## src/rtl/hlru_pkg.sv

```systemverilog
// shared types, constants and codes for the hashed lru entry cache
package hlru_pkg;

   localparam int SLOTS   = 64;
   localparam int IDX_W   = $clog2(SLOTS);
   localparam int CNT_W   = $clog2(SLOTS + 1);
   localparam int LIVE_W  = 7;
   localparam int KEY_W   = 64;
   localparam int MODE_W  = 32;
   localparam int SIZE_W  = 64;
   localparam int STAMP_W = 32;

   localparam logic [IDX_W-1:0]   LAST_IDX     = IDX_W'(SLOTS - 1);
   localparam logic [CNT_W-1:0]   SLOTS_CNT    = CNT_W'(SLOTS);
   localparam logic [KEY_W-1:0]   ALL_ONES_KEY = '1;
   localparam logic [STAMP_W-1:0] TOP_STAMP    = '1;

   localparam logic [1:0] OP_LOOKUP = 2'd0;
   localparam logic [1:0] OP_INSERT = 2'd1;
   localparam logic [1:0] OP_EVICT  = 2'd2;
   localparam logic [1:0] OP_RSVD   = 2'd3;

   typedef enum logic [1:0] {
      SLOT_EMPTY = 2'd0,
      SLOT_VALID = 2'd1,
      SLOT_TOMB  = 2'd2
   } slot_state_type;

   typedef enum logic [2:0] {
      ST_IDLE,
      ST_START,
      ST_PROBE_RD,
      ST_PROBE_CMP,
      ST_SCAN_RD,
      ST_SCAN_CMP,
      ST_DONE
   } ctrl_state_type;

   typedef struct packed {
      logic [KEY_W-1:0]   key;
      logic [MODE_W-1:0]  mode;
      logic [SIZE_W-1:0]  size;
      logic [STAMP_W-1:0] stamp;
   } slot_word_type;

   typedef struct packed {
      logic load;
      logic rd;
      logic probe_eval;
      logic scan_init;
      logic scan_eval;
      logic step;
      logic finish;
   } dp_cmd_type;

   typedef struct packed {
      logic       key_ok;
      logic [1:0] op;
      logic       hit_now;
      logic       empty_now;
      logic       free_now;
      logic       last;
      logic       out_free;
   } dp_status_type;

endpackage

```

## src/rtl/hlru_ctrl.sv

```systemverilog
// controller: walks the probe sequence, the lru sweep and the result handoff
module hlru_ctrl import hlru_pkg::*; (
   input  logic          clock,
   input  logic          reset,
   input  logic          req_valid,
   output logic          req_ready,
   input  dp_status_type status,
   output dp_cmd_type    cmd
);

   ctrl_state_type state_ff;
   ctrl_state_type state_in;

   always_ff @(posedge clock) begin
      if (reset) begin
         state_ff <= ST_IDLE;
      end else begin
         state_ff <= state_in;
      end
   end

   always_comb begin
      state_in  = state_ff;
      cmd       = '0;
      req_ready = 1'b0;
      unique case (state_ff)
         ST_IDLE: begin
            req_ready = 1'b1;
            if (req_valid) begin
               cmd.load = 1'b1;
               state_in = ST_START;
            end
         end
         ST_START: begin
            state_in = status.key_ok ? ST_PROBE_RD : ST_DONE;
         end
         ST_PROBE_RD: begin
            cmd.rd   = 1'b1;
            state_in = ST_PROBE_CMP;
         end
         ST_PROBE_CMP: begin
            cmd.probe_eval = 1'b1;
            if (status.hit_now) begin
               state_in = ST_DONE;
            end else if (status.empty_now || status.last) begin
               // full probe path on an insert falls back to the lru sweep
               if (status.op == OP_INSERT && !status.free_now) begin
                  cmd.scan_init = 1'b1;
                  state_in      = ST_SCAN_RD;
               end else begin
                  state_in = ST_DONE;
               end
            end else begin
               cmd.step = 1'b1;
               state_in = ST_PROBE_RD;
            end
         end
         ST_SCAN_RD: begin
            cmd.rd   = 1'b1;
            state_in = ST_SCAN_CMP;
         end
         ST_SCAN_CMP: begin
            cmd.scan_eval = 1'b1;
            if (status.last) begin
               state_in = ST_DONE;
            end else begin
               cmd.step = 1'b1;
               state_in = ST_SCAN_RD;
            end
         end
         ST_DONE: begin
            if (status.out_free) begin
               cmd.finish = 1'b1;
               state_in   = ST_IDLE;
            end
         end
         default: state_in = ST_IDLE;
      endcase
   end

   a_load_idle: assert property (@(posedge clock) disable iff (reset)
      cmd.load |=> state_ff == ST_START)
      else $error("load outside idle");

   a_finish_free: assert property (@(posedge clock) disable iff (reset)
      cmd.finish |-> status.out_free)
      else $error("result overwritten");

   a_one_step: assert property (@(posedge clock) disable iff (reset)
      $onehot0({cmd.rd, cmd.probe_eval, cmd.scan_eval, cmd.finish, cmd.load}))
      else $error("overlapping commands");

endmodule

```

## config.mk

```make
export PLATFORM = sky130hd
export DESIGN_NAME = hlru_ctrl
export DESIGN_NICKNAME = d
export VERILOG_FILES = /design/src/rtl/hlru_pkg.sv /design/src/rtl/hlru_ctrl.sv
export SDC_FILE = /design/constraint.sdc
export NUM_CORES = 1
export LEC_CHECK = 0
export ABC_AREA = 0
export ABC_CLOCK_PERIOD_IN_PS = 1400
export BUFFER_PORTS_ARGS = -buffer_cell sky130_fd_sc_hd__buf_2
export CORE_AREA = 2 2 39 41
export DETAILED_ROUTE_END_ITERATION = 10
export DIE_AREA = 0 0 41 43
export PLACE_DENSITY = 0.51
export SLEW_MARGIN = 0
export SYNTH_ARGS = -nofsm -noshare
export SYNTH_HDL_FRONTEND = slang
export SYNTH_SLANG_ARGS = --single-unit
```

## constraint.sdc

```tcl
create_clock -name clock -period 1.4 [get_ports clock]
set_input_delay 0.07 -clock clock [delete_from_list [all_inputs] [get_ports clock]]
set_output_delay 0.07 -clock clock [all_outputs]
set_load 0.03 [all_outputs]
```

---- Yosys cells after proc, flatten, opt, wreduce, memory -nomap -nowiden ----
Cells that the tools add are included.
storage, ports and cells
  word-level logic and storage cells ...... 39
  register bits after elaboration ......... 3
  ROM bits ................................ 0
  input bits .............................. 11
  latch bits .............................. 0
  bits in writable memories ............... 0
  memories kept ........................... 0
operators by class
  shift-type cells ........................ 0
  bitwise gates (word level) .............. 0
  $lt $le $gt $ge ......................... 0
  reduce and logical (&&, ||, !) cells .... 6
  divide/modulo/power cells ............... 0
  add/subtract/negate cells ............... 0
  $mul .................................... 0
  equal/unequal tests ..................... 9
  multiplexer cells ....................... 23
operators with widths
  kind                                                                   number
  3-bit case mux with 7 select lines                                     1
  3-bit 2-to-1 mux                                                       5
  1-bit 2-to-1 mux                                                       13
  3-bit equality test, second input constant                             3
  3-bit by 2-bit equality test with 1-bit output, second input constant  2
  2-bit 2-to-1 mux                                                       3
  2-bit != test, second input constant                                   2
  3-bit by 1-bit equality test with 1-bit output, second input constant  1
  3-bit logical NOT                                                      1
  2-bit by 1-bit equality test with 1-bit output, second input constant  1
  1-bit case mux with 2 select lines                                     1
  2-bit AND reduction                                                    1
  2-bit OR reduction                                                     1
  1-bit logical AND                                                      1
  1-bit logical NOT                                                      1
  1-bit logical OR                                                       1

---- Logic depth before layout (Yosys ltp) ----
Gate-level depths: netlist (run 1).
  word-level depth ........................ 6
  gate-level depth with buffers ........... 4
  gate-level depth less buffers ........... 3

---- Worst setup path after synthesis (run 1) ----
OpenSTA, ideal clock, no wires.
  path type ............................... register to output
  start ................................... register state_ff[2]
  end ..................................... output cmd[6] (netlist name)
  setup slack ............................. -0.277 ns
  arrival ................................. 1.607 ns
  required time ........................... 1.330 ns
  stages on the path, launching flop included .. 4
  path through ............................ dfxtp_1 -> buf_2 -> nor3_1 -> and2_1
RTL lines
  item                    line             RTL
  start, declared         hlru_ctrl.sv:11  ctrl_state_type state_ff;
  start signal, assigned  hlru_ctrl.sv:18  state_ff <= state_in;
  end, declared           hlru_ctrl.sv:8   output dp_cmd_type cmd

==> results.json, run 1 <==
{
  "syn_nets": 44,
  "synth_top_flop_cell": "dfxtp_1",
  "yosysTopAreaCell": "dfxtp_1",
  "hp-class": "in2reg",
  "cp_cell_sequence": "nand2_2, or4_4, a21oi_2, buf_6",
  "area_delta_synth_final_pct": 66.7,
  "criticalPathCategory": "reg2out",
  "setup_violations": 0,
  "gp_congestion": 0.700,
  "num_rows": 14,
  "drv_cap": 0,
  "cp_slowest_stage_delay_ns": 0.41,
  "antenna_left": 0,
  "first_global_vias": 287,
  "synthTopCellsByArea": "dfxtp_1, nor4b_1, nor3_1",
  "grt-ovfl-total": 0,
  "grt_setup_unrepaired": "true",
  "vias_per_cell": 4.49,
  "worst_slack_ns": 0.00128,
  "n_antenna_cell": 0,
  "p_clk_frac": 0.317,
  "grt_pass1_wl_um": 1090,
  "ys_seq_area_frac": 0.232,
  "cts-buffers-inserted": 3,
  "cts_tree": "done",
  "worst_pin_slew_ns": 0.396,
  "clkSinkCount": 3,
  "vdd_ir_drop_max_v": 0.000330,
  "die-area_um2": 1760,
  "syn_avg_cell_area_um2": 7.85,
  "status": "finished, final reports clean",
  "synthesis.area_um2": 259,
  "leakage_uw": 0.000213,
  "start_kind": "register",
  "nets": 68,
  "dp_hpwl_um": 537,
  "start_util": 0.187,
  "critPathMaxFanout": 3,
  "synth_top_area_frac": 0.232,
  "fin_crit_ns": 1.40,
  "synth_common_cells": "nor2_1, dfxtp_1, nor3_1, a21oi_1, nor4b_1",
  "p_per_area_nw_per_um2": 1130,
  "grt_max_degree": 12,
  "final.period_utilization": 0.999,
  "p_sw_frac": 0.389,
  "clock.fmax_ghz": 0.715,
  "worst_ep_arrival_time_ns": 1.33,
  "required_ns": 1.33,
  "first_pass_iters": 4,
  "async_reset_ff_frac": 0,
  "cts_hold_buf": 0,
  "wirelength_um": 722,
  "antenna_found_initial": 0,
  "yosysWarnings": 0,
  "whs_ns": 0.0367,
  "syn-instance-count": 33,
  "seqPwrFrac": 0.225,
  "io_buffers": 18,
  "drtIter0Drc": 2,
  "top_register": "state_ff",
  "dpl_worst_slack_ns": 0.141,
  "finalClockSkew_ns": 0.00212,
  "drv_slew": 0,
  "root_buffer": "clkbuf_4",
  "routedWlPerCell_um": 10.0,
  "critPathSlowestCell": "or4_4",
  "vias": 323,
  "clockBufferDepth": 2,
  "synth-edff-count": 0,
  "die_x_um": 41,
  "grt_usage": 0.0962,
  "p_switching_uw": 190,
  "synthMostInstantiatedCell": "nor2_1",
  "die_h_um": 43,
  "end_kind": "output port",
  "ios": 19,
  "synth_cell_types": 24,
  "synth-seq-cells": 3,
  "drc": 0,
  "drive_gt1_frac": 0.589,
  "setup_tns_ns": 0,
  "core-area_um2": 1380,
  "htree_levels": 1,
  "slew_headroom": 0.732,
  "p_comb_frac": 0.458,
  "hold_viol": 0,
  "insertion_delay_ns": 0.23,
  "reg.largest.list": "state_ff: 3 flops",
  "largest_register_ffs": 3,
  "cts.reportedPaths.clkPinSlew_ns": 0.04,
  "intPower_uw": 299
}
## stage by stage
| stage | utilization | std cells | power [µW] | area (µm²) |
|---|---|---|---|---|
| after floorplan | - | 33 | 270 | 274 |
| after global placement | 0.277 | 67 | 326 | 383 |
| after detailed placement | 0.277 | 67 | 327 | 383 |
| after CTS | 0.307 | 72 | 497 | 425 |
| after global routing | 0.312 | 72 | 531 | 432 |
| final | 0.312 | 72 | 489 | 432 |
## layout by cell type, fill, tap and decap left out, types with 2 or more instances in the layout
cell,netlist,routed
buf_4,1,4
buf_2,1,17
nor3_1,3,2
clkbuf_4,0,3
nor2_1,4,4
dfxtp_2,0,2
## cells by family (layout without fill, tap and decap cells)
logic type      Yosys count  after routing  synth area share
simple gates             18             18             0.430
compound gates            7              7             0.198
buf+inv                   4             27             0.106
xor+xnor                  1              1            0.0338
flops                     3              3             0.232
## layout make-up
type,instances,area (µm²)
Sequential cell,3,62.6
Fill cell,166,952
Inverter,1,3.75
Tap cell,16,20.0
Timing Repair Buffer,22,126
Multi-Input combinational cell,26,193
Clock buffer,4,26.3
## path summary, 6_finish.rpt
kind,start,endpoint,slack (ns),cells after the start
setup / recovery,state_ff[1],cmd[1],0.001,4
setup reg to reg,state_ff[1],state_ff[2],0.27,3
hold reg to reg,state_ff[0],state_ff[0],0.58,2
hold / removal,reset,state_ff[1],0.04,2
## critical path: cells and delay by family (launching register included)
kind / cells / cell delay, ns
flops: 1 / 0.33
compound gates: 1 / 0.16
simple gates: 2 / 0.46
buf+inv: 1 / 0.14
## power groups by stage
stage               logic, µW  registers [µW]  clock network (µW)
finish                    224             110                 155
global route              246             112                 173
CTS                       223             110                 163
detailed placement        217             109                   0
global placement          217             109                   0
floorplan                 162             108                   0
## what timing repair did
item | in CTS | in global routing
setup endpoints to repair | 1 | 2
setup buffers | 1 | 0
gates resized for setup | 4 | 2
pin swaps | 3 | 1
## per-layer routing
layer | up-vias | wire [µm] | global-route usage | share of wire
li1 | 169 | - | - | -
met1 | 137 | 314 | 0.115 | 0.43
met2 | 17 | 345 | 0.122 | 0.48
met3 | 0 | 62 | 0.0314 | 0.086
met4 | 0 | 0 | 0.100 | 0
met5 | - | 0 | 0 | 0
No activity file was read; power rests on OpenSTA's default activity.
==> inputs of run 2 (changes only) <==
Settings changed: PLACE_DENSITY 0.51 to not set, PLACE_DENSITY_LB_ADDON set to 0.15.
==> results.json, run 2 (synthesis results as in run 1) <==
{
  "status": "finished, final reports clean",
  "end_kind": "output port",
  "grt_max_degree": 12,
  "largest_register_ffs": 3,
  "grt_pass1_wl_um": 1010,
  "reg.largest.list": "state_ff: 3 flops",
  "p_per_area_nw_per_um2": 1130,
  "die_x_um": 41,
  "r2r-end": "state_ff[2]",
  "nets": 68,
  "top_register": "state_ff",
  "cts_hold_buf": 0,
  "r2r_setup_slack_ns": 0.25,
  "clkSinkCount": 3,
  "finalClockSkew_ns": 0.00147,
  "die_h_um": 43,
  "core-area_um2": 1380,
  "setup_tns_ns": 0,
  "gp_congestion": 0.629,
  "grt_usage": 0.0903,
  "required_ns": 1.33,
  "worst_slack_ns": 0.00875,
  "critPathMaxFanout": 3,
  "io_buffers": 18,
  "cts_tree": "done",
  "dp_hpwl_um": 531,
  "cts.reportedPaths.clkPinSlew_ns": 0.04,
  "gr-usage-met1": 0.0994,
  "drive_gt1_frac": 0.589,
  "final.period_utilization": 0.994,
  "clock.fmax_ghz": 0.719,
  "insertion_delay_ns": 0.24,
  "clockBufferDepth": 2,
  "start_util": 0.187,
  "criticalPathCategory": "reg2out",
  "setup_violations": 0,
  "first_global_vias": 261,
  "dpl_worst_slack_ns": 0.136,
  "drv_slew": 0,
  "antenna_found_initial": 0,
  "wirelength_um": 696,
  "num_rows": 14,
  "die-area_um2": 1760,
  "slew_headroom": 0.756,
  "area_delta_synth_final_pct": 69.1,
  "setup.worst_path.end": "cmd[1]",
  "r2r_cells": 3,
  "grtUsageMet2": 0.128,
  "routedWlPerCell_um": 9.67,
  "grt-ovfl-total": 0,
  "fin_crit_ns": 1.39,
  "top_usage_layer": "met2",
  "drv_cap": 0,
  "root_buffer": "clkbuf_4",
  "final_cell_mix": "buf_2, nor2_1, clkbuf_4, buf_4, dfxtp_2",
  "vdd_ir_drop_max_v": 0.000363,
  "drc": 0,
  "grtUsageMet3": 0.0471,
  "vias": 317,
  "worst_pin_slew_ns": 0.361,
  "ios": 19,
  "cp-startpoint": "state_ff[1]",
  "cts-buffers-inserted": 3,
  "r2r_start": "state_ff[1]",
  "leakage_uw": 0.000222,
  "vias_per_cell": 4.40,
  "final_common_cell": "buf_2",
  "antenna_left": 0,
  "start_kind": "register",
  "n_antenna_cell": 0,
  "drtIter0Drc": 5,
  "hold_viol": 0,
  "worst_ep_arrival_time_ns": 1.32,
  "first_pass_iters": 2,
  "hp-class": "in2reg",
  "grt_setup_unrepaired": "true",
  "htree_levels": 1
}
==> run 2: cell count changes in the layout (fill, tap and decap cells not counted), sizes merged <==
cell and delta:
buf -1, clkbuf +1
==> run 2: through the flow <==
stage               hold WS (ns)  cell area [µm²]  utilization  total power (µW)  cells
floorplan                  0.147              274            -               270     33
global placement           0.286              383        0.277               330     67
detailed placement         0.282              383        0.277               327     67
CTS                       0.0209              435        0.315               505     72
global route              0.0156              438        0.316               537     72
finish                    0.0252              438        0.316               496     72
==> run 2: what timing repair did <==
action / in CTS / in global routing
setup endpoints to repair: 1 / 2
resized for setup: 7 / 1
buffers inserted: 1 / 0
gates cloned: 0 / 0
pin swaps: 3 / 0
==> run 2: per-layer routing <==
metal | share of wire | vias up
met3 | 0.049 | 0
met5 | 0 | -
li1 | - | 168
met2 | 0.50 | 8
met1 | 0.45 | 141
met4 | 0 | 0
==> run 2: critical path: stages, from the launching register on <==
cell and delay (ns):
dfxtp_2 0.35, nand2_4 0.05, or4_4 0.41, a21oi_2 0.14
buf_6 0.14
==> run 2: power breakdown <==
group          total, µW  internal, µW  switching [µW]
logic                223          90.6             133
registers            114           102            11.9
clock network        158           107            50.9
total                496           300             195
==> run 2: how the worst min path moves through the flow <==
stage | start | endpoint | slack [ns] | cells past startpoint
after detailed placement | reset | state_ff[2] | 0.28 | 2
final | reset | state_ff[2] | 0.03 | 2
after global routing | reset | state_ff[2] | 0.02 | 2
after floorplan | reset | state_ff[2] | 0.15 | 1
after CTS | reset | state_ff[2] | 0.02 | 2
after global placement | reset | state_ff[2] | 0.29 | 2
==> run 2: final cells by class <==
cell class	count	area (µm²)
well taps	16	20.0
fillers	152	946
flip-flops and latches	3	63.8
inverters	1	3.75
clock buffers	4	26.3
repair buffers	22	129
multi-input cells	26	195
